<file path="src/rtl/cma_pkg.sv">
`timescale 1ns / 1ps
// ----------------------------------------------------------------------------
// cma_pkg: shared types and constants for the cascaded moving average
// Sizes of the history memory, the running sums and the divider, plus
// register indexes and the history write bundle.
// ----------------------------------------------------------------------------
package cma_pkg;

    localparam int MAX_STAGES   = 8;
    localparam int MAX_WINDOW   = 64;
    localparam int SAMPLE_WIDTH = 16;

    localparam int CNT_W   = $clog2(MAX_STAGES + 1);       // stage count register
    localparam int WIN_W   = $clog2(MAX_WINDOW + 1);       // window length register
    localparam int STAGE_W = $clog2(MAX_STAGES);           // stage index
    localparam int SLOT_W  = $clog2(MAX_WINDOW);           // ring slot index
    localparam int ADDR_W  = STAGE_W + SLOT_W;             // history address
    localparam int DEPTH   = MAX_STAGES * MAX_WINDOW;
    localparam int SUM_W   = SAMPLE_WIDTH + WIN_W;         // running sum, signed
    localparam int DCNT_W  = $clog2(SUM_W);                // divider step counter
    localparam int CFG_W   = (WIN_W > CNT_W) ? WIN_W : CNT_W;
    localparam int IDX_W   = 1;

    localparam logic [IDX_W-1:0] REG_STAGE_COUNT = 1'b0;
    localparam logic [IDX_W-1:0] REG_WINDOW_LEN  = 1'b1;

    typedef struct packed {
        logic                    we;
        logic [ADDR_W-1:0]       addr;
        logic [SAMPLE_WIDTH-1:0] data;
    } t_hist_wr;

endpackage

</file>
<file path="src/rtl/cma_div.sv">
`timescale 1ns / 1ps
// ----------------------------------------------------------------------------
// cma_div: iterative signed-by-unsigned divider
// Restoring division, one quotient bit per cycle, truncates toward zero.
// Done pulses in the cycle after the last step; quotient holds until restart.
// ----------------------------------------------------------------------------
module cma_div (
    input  logic                              i_clk,
    input  logic                              i_rst_n,
    input  logic                              i_start,
    input  logic signed [cma_pkg::SUM_W-1:0]  i_dividend,
    input  logic [cma_pkg::WIN_W-1:0]         i_divisor,
    output logic                              o_done,
    output logic signed [cma_pkg::SAMPLE_WIDTH-1:0] o_quotient
);

    localparam int SW = cma_pkg::SUM_W;
    localparam int WW = cma_pkg::WIN_W;

    logic              r_busy, n_busy;
    logic              r_done, n_done;
    logic [cma_pkg::DCNT_W-1:0] r_cnt, n_cnt;
    logic [WW-1:0]     r_rem, n_rem;
    logic [SW-1:0]     r_quo, n_quo;
    logic              r_neg, n_neg;
    logic [WW:0]       trial;
    logic [SW-1:0]     mag;
    logic [SW-1:0]     quo_signed;

    assign mag   = i_dividend[SW-1] ? (~i_dividend + 1'b1) : i_dividend;
    assign trial = {r_rem, r_quo[SW-1]};

    always_comb begin
        n_busy = r_busy;
        n_done = 1'b0;
        n_cnt  = r_cnt;
        n_rem  = r_rem;
        n_quo  = r_quo;
        n_neg  = r_neg;
        if (i_start) begin
            n_busy = 1'b1;
            n_cnt  = cma_pkg::DCNT_W'(SW - 1);
            n_rem  = '0;
            n_quo  = mag;
            n_neg  = i_dividend[SW-1];
        end else if (r_busy) begin
            if (trial >= {1'b0, i_divisor}) begin
                n_rem = WW'(trial - {1'b0, i_divisor});
                n_quo = {r_quo[SW-2:0], 1'b1};
            end else begin
                n_rem = trial[WW-1:0];
                n_quo = {r_quo[SW-2:0], 1'b0};
            end
            if (r_cnt == '0) begin
                n_busy = 1'b0;
                n_done = 1'b1;
            end else begin
                n_cnt = r_cnt - 1'b1;
            end
        end
    end

    always_ff @(posedge i_clk) begin
        if (!i_rst_n) begin
            r_busy <= 1'b0;
            r_done <= 1'b0;
        end else begin
            r_busy <= n_busy;
            r_done <= n_done;
        end
        r_cnt <= n_cnt;
        r_rem <= n_rem;
        r_quo <= n_quo;
        r_neg <= n_neg;
    end

    assign quo_signed = r_neg ? (~r_quo + 1'b1) : r_quo;
    assign o_quotient = quo_signed[cma_pkg::SAMPLE_WIDTH-1:0];
    assign o_done     = r_done;

endmodule
</file>
<file path="config.mk">
export PLATFORM = sky130hd
export DESIGN_NAME = cma_div
export DESIGN_NICKNAME = d
export VERILOG_FILES = /design/src/rtl/cma_pkg.sv /design/src/rtl/cma_div.sv
export SDC_FILE = /design/constraint.sdc
export NUM_CORES = 1
export LEC_CHECK = 0
export ABC_AREA = 1
export BUFFER_PORTS_ARGS = -buffer_cell sky130_fd_sc_hd__buf_2
export CORE_UTILIZATION = 45
export CTS_CLUSTER_DIAMETER = 40
export CTS_CLUSTER_SIZE = 8
export DETAILED_ROUTE_END_ITERATION = 8
export PLACE_DENSITY = 0.77
export RECOVER_POWER = 50
export SYNTH_ARGS = -nofsm -noshare
export SYNTH_HDL_FRONTEND = slang
export SYNTH_SLANG_ARGS = --single-unit
</file>
<file path="constraint.sdc">
create_clock -name i_clk -period 3.9 [get_ports i_clk]
set_clock_uncertainty 0.05 [all_clocks]
set_input_delay 0.39 -clock i_clk [delete_from_list [all_inputs] [get_ports i_clk]]
set_output_delay 0.39 -clock i_clk [all_outputs]
set_load 0.1 [all_outputs]
</file>
---- After elaboration in Yosys (flattened, before gate mapping) ----
Index checks and enable logic that the tools add are counted.
W data, S select, Z words.
storage, ports and cells
  flip-flop bits (word level) ............. 38
  bits in latches ......................... 0
  bits in writable memories ............... 0
  memory bits (read-only) ................. 0
  input port bits ......................... 33
  output and inout port bits .............. 17
  logic and storage cells ................. 30
  memories ................................ 0
cells by class
  add/sub/neg operators ................... 4
  multipliers ............................. 0
  div/mod/pow operators ................... 0
  order comparisons ....................... 1
  equal/unequal tests ..................... 0
  shift operators ......................... 0
  mux-type cells .......................... 10
  bitwise gates (word level) .............. 5
  reduce and logical (&&, ||, !) cells .... 4
operator list
  cell                     count
  $mux W23                 3
  $add A23 B1 Y23 const B  1
  $not A23 Y23             1
  $add A16 B1 Y16 const B  1
  $mux W16                 1
  $not A16 Y16             1
  $ge A8 B7 Y1             1
  $mux W7                  1
  $sub A7 B7 Y7            1
  $logic_not A5 Y1         1
  $mux W1                  5
  $sub A5 B1 Y5 const B    1
  $not A1 Y1               3
  $reduce_or A3 Y1         1
  $reduce_and A2 Y1        1
  $reduce_bool A2 Y1       1

---- Logic depth before layout (Yosys ltp) ----
Gate-level depths: netlist (run 1).
  depth in word-level cells ............... 4
  depth in mapped cells ................... 11

---- Least setup slack after synthesis (run 1) ----
Ideal clock, no wire load.
  path kind ............................... register -> output
  from .................................... register r_neg
  to ...................................... output o_quotient[1] (netlist bit)
  arrival time ............................ 2718 ps
  required time ........................... 3460 ps
  slack ................................... 742 ps
  stages on the path, launching flop included .. 3
  buffers on the path ..................... 1
  cell sequence ........................... edfxtp_1 > clkbuf_1 > o21ai_0
between the ends
  word-level cells in the longest chain between the ends .. 1
ends and longest elaborated chain
  item                    RTL line       source
  start, declared         cma_div.sv:25  logic r_neg, n_neg;
  start signal, assigned  cma_div.sv:74  r_neg <= n_neg;
  $mux W16                cma_div.sv:77  assign quo_signed = r_neg ? (~r_quo + 1'b1) : r_quo;
  end, declared           cma_div.sv:14  output logic signed [cma_pkg::SAMPLE_WIDTH-1:0] o_quotient
Every way passes these cells.

---- Worst setup path after layout (run 1) ----
  from .................................... input i_start
  to ...................................... register r_quo[13] (enable)
between the ends
  word-level cells in the longest chain between the ends .. 1
ends and longest elaborated chain
  item                          RTL line       source
  start, declared               cma_div.sv:10  input logic i_start,
  $reduce_bool A2 Y1 (no line)  n/a
  end signal, assigned          cma_div.sv:73  r_quo <= n_quo;
  end, declared                 cma_div.sv:24  logic [SW-1:0] r_quo, n_quo;
Every way passes these cells.
A chain may end at the register's enable or synchronous reset.

==> results.cfg, run 1 <==
[run_status]
status = finished, final reports clean

[synthesis]
muxShareOfSynthArea_pct = 0
synth_cell_types = 36
syn_nets = 492
netlist_area_um2 = 3000
synth-warning-count = 0
synth-xor-area-share_pct = 5.55
synth_fa_ha_area_share_pct = 5.26
syn_area_per_cell_um2 = 6.71
ys_seq_elements = 38
synth-compound-area-share_pct = 9.60
synth-simple-area-share_pct = 35.4
ys_seq_area_share_pct = 33.4
synth_top_family_by_area = simple AND/OR/NAND/NOR gates
syn_inst = 447

[final_layout]
nNetsFinal = 538
final_common_cell = nand2_1
syn_to_final_growth_pct = 12.4
mostFrequentLayoutCells = 125 x nand2_1, 74 x inv_1, 54 x nand3_1, 45 x buf_2, 35 x nor2_1
fin_util_pct = 52.8
antenna_cells = 0
fin_cells = 571
layout-drive-gt1-share_pct = 12.6

[sta]
slew_violations = 0
worst_pin_slew_ns = 1.38
fmax_ghz = 0.371
final-hold-violation-count = 0
rsz0062_at_grt = false
final.setup.worst_slack_ns = 1.20
fin_crit_ns = 2.70
tns_ns = 0
finalSetupViolCount = 0
fin_crit_sh_pct = 69.1
relSlewSlack_pct = 8.19

[setup_path]
reg2reg_depth = 10
cp_max_fo = 34
crit_slowest_cell = clkbuf_1
crit_chain = clkbuf_1, nor2_1, inv_1
r2r_start = r_quo[22]$_DFFE_PP_
cpPeakStageDelay_ns = 0.98
reg2reg_to = r_rem[1]$_SDFFE_PP0P_
reg2reg_slack_ns = 1.80
start_kind = input port
worstPathRequired_ns = 3.76
path_class = input port to flop
path_buf_inv = 2
crit_arrival_ns = 2.56
end_kind = flop
path_delay_family = buffers and inverters

[flow_run]
maxCapViolCount = 0

[cts]
clock_latency_ns = 0.29
cts.sinks = 38
clk_path_buf_depth = 2
cts-root-buf = clkbuf_8
ctsResizeCount = 0
hold_buffers = 0
cts_buffers = 5
cts_tree = done
ctsHtreeMaxLevel = 2
clk_pin_slew_ns = 0.07
postCtsSetupBuffers = 0

[placed_design]
place_congestion = 0.926
port-buffer-count = 49
place_ws_ns = 1.59
dp_hpwl_um = 5260
dp.cells = 563

[global_route]
grt_first_pass_wirelength_um = 11700
grt_pass1_vias = 2716
grt.total_usage_pct = 20.3
grt-ovfl-total = 0
grt_max_degree = 35
antenna_found_initial = 0

[floorplan]
core_area_um2 = 6390
row_count = 29
io_pins = 50
dieArea_um2 = 6990
die_h_um = 83.6
initial_utilization_pct = 47.0
die_x_um = 83.6

[routing]
dr.first_iter.drc_count = 191
viasPerCell = 5.12
antenna_left = 0
drc = 0
drt_wl_total_um = 6820
vias = 2926
drtPass1Iterations = 5
routedWlPerCell_um = 11.9

[min_path]
hp-start = i_rst_n
hold_end = r_busy$_SDFF_PN0_
whs_path_depth = 3
hp-class = input port to flop

[pwr]
ir_drop_mv = 0.319
power_density_nw_per_um2 = 387
power_mw = 1.31
leakage_nw = 1.72
## per-layer routing
layer  vias up  track usage, %  wire [µm]  part of all wire (%)
met4         0            7.70        139                   2.0
li1       1535               -          -                     -
met2        80            33.2       3200                    47
met3        12            3.17        301                   4.4
met5         -               0          0                     0
met1      1299            27.1       3180                    47
## worst register-to-register path, stage by stage (launching register included)
cell and delay (ns):
edfxtp_1 0.36, inv_1 0.10, ha_1 0.19, fa_1 0.23, inv_1 0.08, nand2_1 0.07
nand2_1 0.08, o21ai_0 0.52, nand3_1 0.14, nand3_1 0.11, nand2_1 0.06
## synthesized netlist by cell type (all sizes together)
cell	number	share of area, %
nand2	127	16
inv	75	9.4
nand3	56	9.9
nor2	37	4.8
o21ai	30	5.1
edfxtp	24	24
xor2	17	5.0
a21oi	15	2.9
dfxtp	14	9.3
ha	11	4.6
nand4	9	1.9
clkbuf	7	0.88
nand3b	4	1.0
buf	3	0.58
nor3	3	0.67
o22ai	3	0.63
o211ai	2	0.50
or2	2	0.42
xnor2	2	0.58
a31oi	1	0.21
and2	1	0.21
fa	1	0.67
nand2b	1	0.21
nor4	1	0.21
o21a	1	0.25
## worst max path at each step
stage | start | to | slack (ns) | cells after the start
5_1_grt | i_start | r_quo[9]$_DFFE_PP_ | 0.92 | 3
6_report | i_start | r_quo[13]$_DFFE_PP_ | 1.20 | 3
2_1_floorplan | r_neg$_DFFE_PP_ | o_quotient[1] | 0.74 | 2
3_3_place_gp | i_start | r_quo[17]$_DFFE_PP_ | 1.66 | 3
4_1_cts | r_quo[0]$_DFFE_PP_ | o_quotient[12] | 1.31 | 9
3_5_place_dp | i_start | r_quo[11]$_DFFE_PP_ | 1.59 | 3
## logic make-up (layout without fill, tap and decap cells)
logic type      count (synthesis)  count (layout)
compound gates                 52              52
fa+ha+maj                      12              12
flops                          38              38
buf+inv                        85             132
simple gates                  241             241
xor+xnor                       19              19
## cell type report
class / count / area (µm²)
Clock buffer: 6 / 72.6
Clock inverter: 2 / 10.0
Fill cell: 643 / 3020
Inverter: 75 / 282
Multi-Input combinational cell: 324 / 1670
Sequential cell: 38 / 1000
Tap cell: 77 / 96.3
Timing Repair Buffer: 49 / 240
## power breakdown
| group | internal (mW) | switching (mW) | leakage [nW] |
|---|---|---|---|
| combinational | 0.119 | 0.425 | 1.32 |
| sequential | 0.474 | 0.0282 | 0.359 |
| clock | 0.124 | 0.136 | 0.0450 |
| total | 0.717 | 0.589 | 1.72 |
## metrics by stage
stage | hold slack [ns] | area, µm²
6_report | 0.302 | 3370
5_1_grt | 0.326 | 3370
4_1_cts | 0.299 | 3380
3_5_place_dp | 0.403 | 3300
3_3_place_gp | 0.396 | 3300
2_1_floorplan | 0.384 | 3000
## flip-flops by register name, summed over array words and instances (netlist names)
signal,flops
r_neg,1
r_rem,7
r_cnt,5
r_quo,23
o_done,1
r_busy,1
(Power assumes the default switching activity.)
==> inputs of run 2 (changes only) <==
Settings changed: PLACE_DENSITY 0.77 to 0.8.
Clock period 3.9 ns to 2.4 ns, I/O delays scaled along.
==> results.cfg, run 2 (synthesis gave the netlist of run 1 again) <==
[floorplan]
core_area_um2 = 6390
die_x_um = 83.6
initial_utilization_pct = 47.0
io_pins = 50
die_h_um = 83.6
dieArea_um2 = 6990
row_count = 29

[min_path]
hp-class = input port to flop

[final_layout]
fill_cells = 587
largest_reg_flops = 23
final_common_cell = nand2_1
top_regs = r_quo: 23 flops, r_rem: 7 flops, r_cnt: 5 flops
top_register = r_quo
syn_to_final_growth_pct = 18.3
antenna_cells = 0
nNetsFinal = 542
mostFrequentLayoutCells = 125 x nand2_1, 74 x inv_1, 54 x nand3_1, 39 x buf_2, 35 x nor2_1
layout-drive-gt1-share_pct = 16.1

[routing]
drt_wl_total_um = 7100
dr.first_iter.drc_count = 213
routedWlPerCell_um = 12.3
antenna_left = 0
drtPass1Iterations = 5
vias = 2962
viasPerCell = 5.15
drc = 0

[pwr]
swShare_pct = 43.3
power_mw = 2.31
intPower_mw = 1.31
leakage_nw = 1.78
share_clk_of_total_power_pct = 23.7
ir_drop_mv = 0.519
p_seq_share_pct = 35.4
combPwrFrac_pct = 40.9
p_sw_uw = 1000
power_density_nw_per_um2 = 651

[sta]
fmax_ghz = 0.427
slew_violations = 0
tns_ns = 0
worst_pin_slew_ns = 1.17
relSlewSlack_pct = 22.3
final-hold-violation-count = 0
fin_crit_sh_pct = 97.6
finalSetupViolCount = 0
fin_crit_ns = 2.34

[setup_path]
cpMostUsedCell = nand2_1
crit_arrival_ns = 2.05
worstPathRequired_ns = 2.11
reg2reg_to = r_rem[5]$_SDFFE_PP0P_
cpPeakStageDelay_ns = 0.47
cp_max_fo = 4
end_kind = output port
start_kind = flop
reg2reg_slack_ns = 0.46
crit_slowest_cell = edfxtp_1
reg2reg_depth = 10
crit_chain = nor2_1, nand3_1, nor2_2, nand2_1, nand2_1, xor2_2, buf_2
r2r_start = r_quo[22]$_DFFE_PP_
path_class = flop to output port
startpoint = r_quo[3]$_DFFE_PP_
crit_path_end = o_quotient[11]

[cts]
cts.sinks = 38
cts-root-buf = clkbuf_8
clock_latency_ns = 0.30
clk_path_buf_depth = 2
cts_buffers = 5
cts_tree = done
clk_pin_slew_ns = 0.08
postCtsSetupBuffers = 0
ctsHtreeMaxLevel = 2
hold_buffers = 0

[global_route]
grt_first_pass_wirelength_um = 11800
antenna_found_initial = 0
grt-ovfl-total = 0
grt_pass1_vias = 2822
grt.total_usage_pct = 20.5
grt_max_degree = 35

[placed_design]
place_congestion = 0.940
port-buffer-count = 49
dp_hpwl_um = 5420

[flow_run]
maxCapViolCount = 0

[run_status]
status = finished, final reports clean
## run 2: cell types whose count changed in the layout (fill, tap and decap cells not counted), sizes merged
cell      previous run  this run
buf                 45        46
clkinvlp             0         2
clkinv               2         0
clkbuf              10        12
bufinv               0         1
## run 2: worst min path at each step
stage / start / to / slack, ns / cells after the start
after floorplan: i_dividend[22] / r_neg$_DFFE_PP_ / 0.29 / 0
after global placement: r_cnt[3]$_SDFFE_PP0P_ / r_cnt[3]$_SDFFE_PP0P_ / 0.40 / 2
after detailed placement: r_cnt[3]$_SDFFE_PP0P_ / r_cnt[3]$_SDFFE_PP0P_ / 0.40 / 2
after CTS: i_rst_n / r_busy$_SDFF_PN0_ / 0.15 / 3
after global routing: i_rst_n / r_busy$_SDFF_PN0_ / 0.16 / 3
final: i_rst_n / r_busy$_SDFF_PN0_ / 0.15 / 3
## run 2: what timing repair did
item | CTS | global route
setup endpoints to repair | 3 | 8
hold endpoints to repair | 0 | 0
gates resized for setup | 3 | 8
## run 2: stage by stage
stage                     setup slack (ns)  instances  util [%]  area (µm²)  hold WS [ns]
after floorplan                     -0.276        447         -        3070         0.289
after global placement               0.371        567      53.4        3410         0.400
after detailed placement             0.235        567      53.4        3410         0.403
after CTS                           0.0105        575      55.3        3530         0.147
after global routing               -0.0255        575      55.6        3550         0.164
final                               0.0579        575      55.6        3550         0.147
## run 2: per-layer routing
metal  vias to the layer above  global-route usage (%)  wire length, µm
met3                        12                    3.26              330
met2                        83                    36.4             3510
li1                       1534                       -                -
met5                         -                       0                0
met1                      1333                    25.1             3130
met4                         0                    7.40              129
## run 2: worst max-delay path, delay by kind of cell (launching register included)
| family | cells | cell delay [ns] |
|---|---|---|
| and+or+nand+nor | 5 | 0.73 |
| DFF | 1 | 0.47 |
| buffers and inverters | 1 | 0.43 |
| xor gates and xnor gates | 1 | 0.13 |
## run 2: layout make-up
| type | count | area (µm²) | share of cell area, % |
|---|---|---|---|
| well taps | 77 | 96.3 | 2.72 |
| flip-flops and latches | 38 | 1000 | 28.2 |
| multi-input cells | 324 | 1750 | 49.3 |
| repair buffers | 53 | 307 | 8.64 |
| clock buffers | 5 | 68.8 | 1.94 |
| clock inverters | 3 | 45.0 | 1.27 |
| inverters | 75 | 282 | 7.93 |
## run 2: power by group through the flow
stage | combinational [mW] | clock, mW | sequential (mW)
floorplan | 0.754 | 0 | 0.817
global placement | 0.907 | 0 | 0.824
detailed placement | 0.923 | 0 | 0.829
CTS | 0.932 | 0.557 | 0.815
global route | 1.01 | 0.584 | 0.825
finish | 0.945 | 0.548 | 0.817
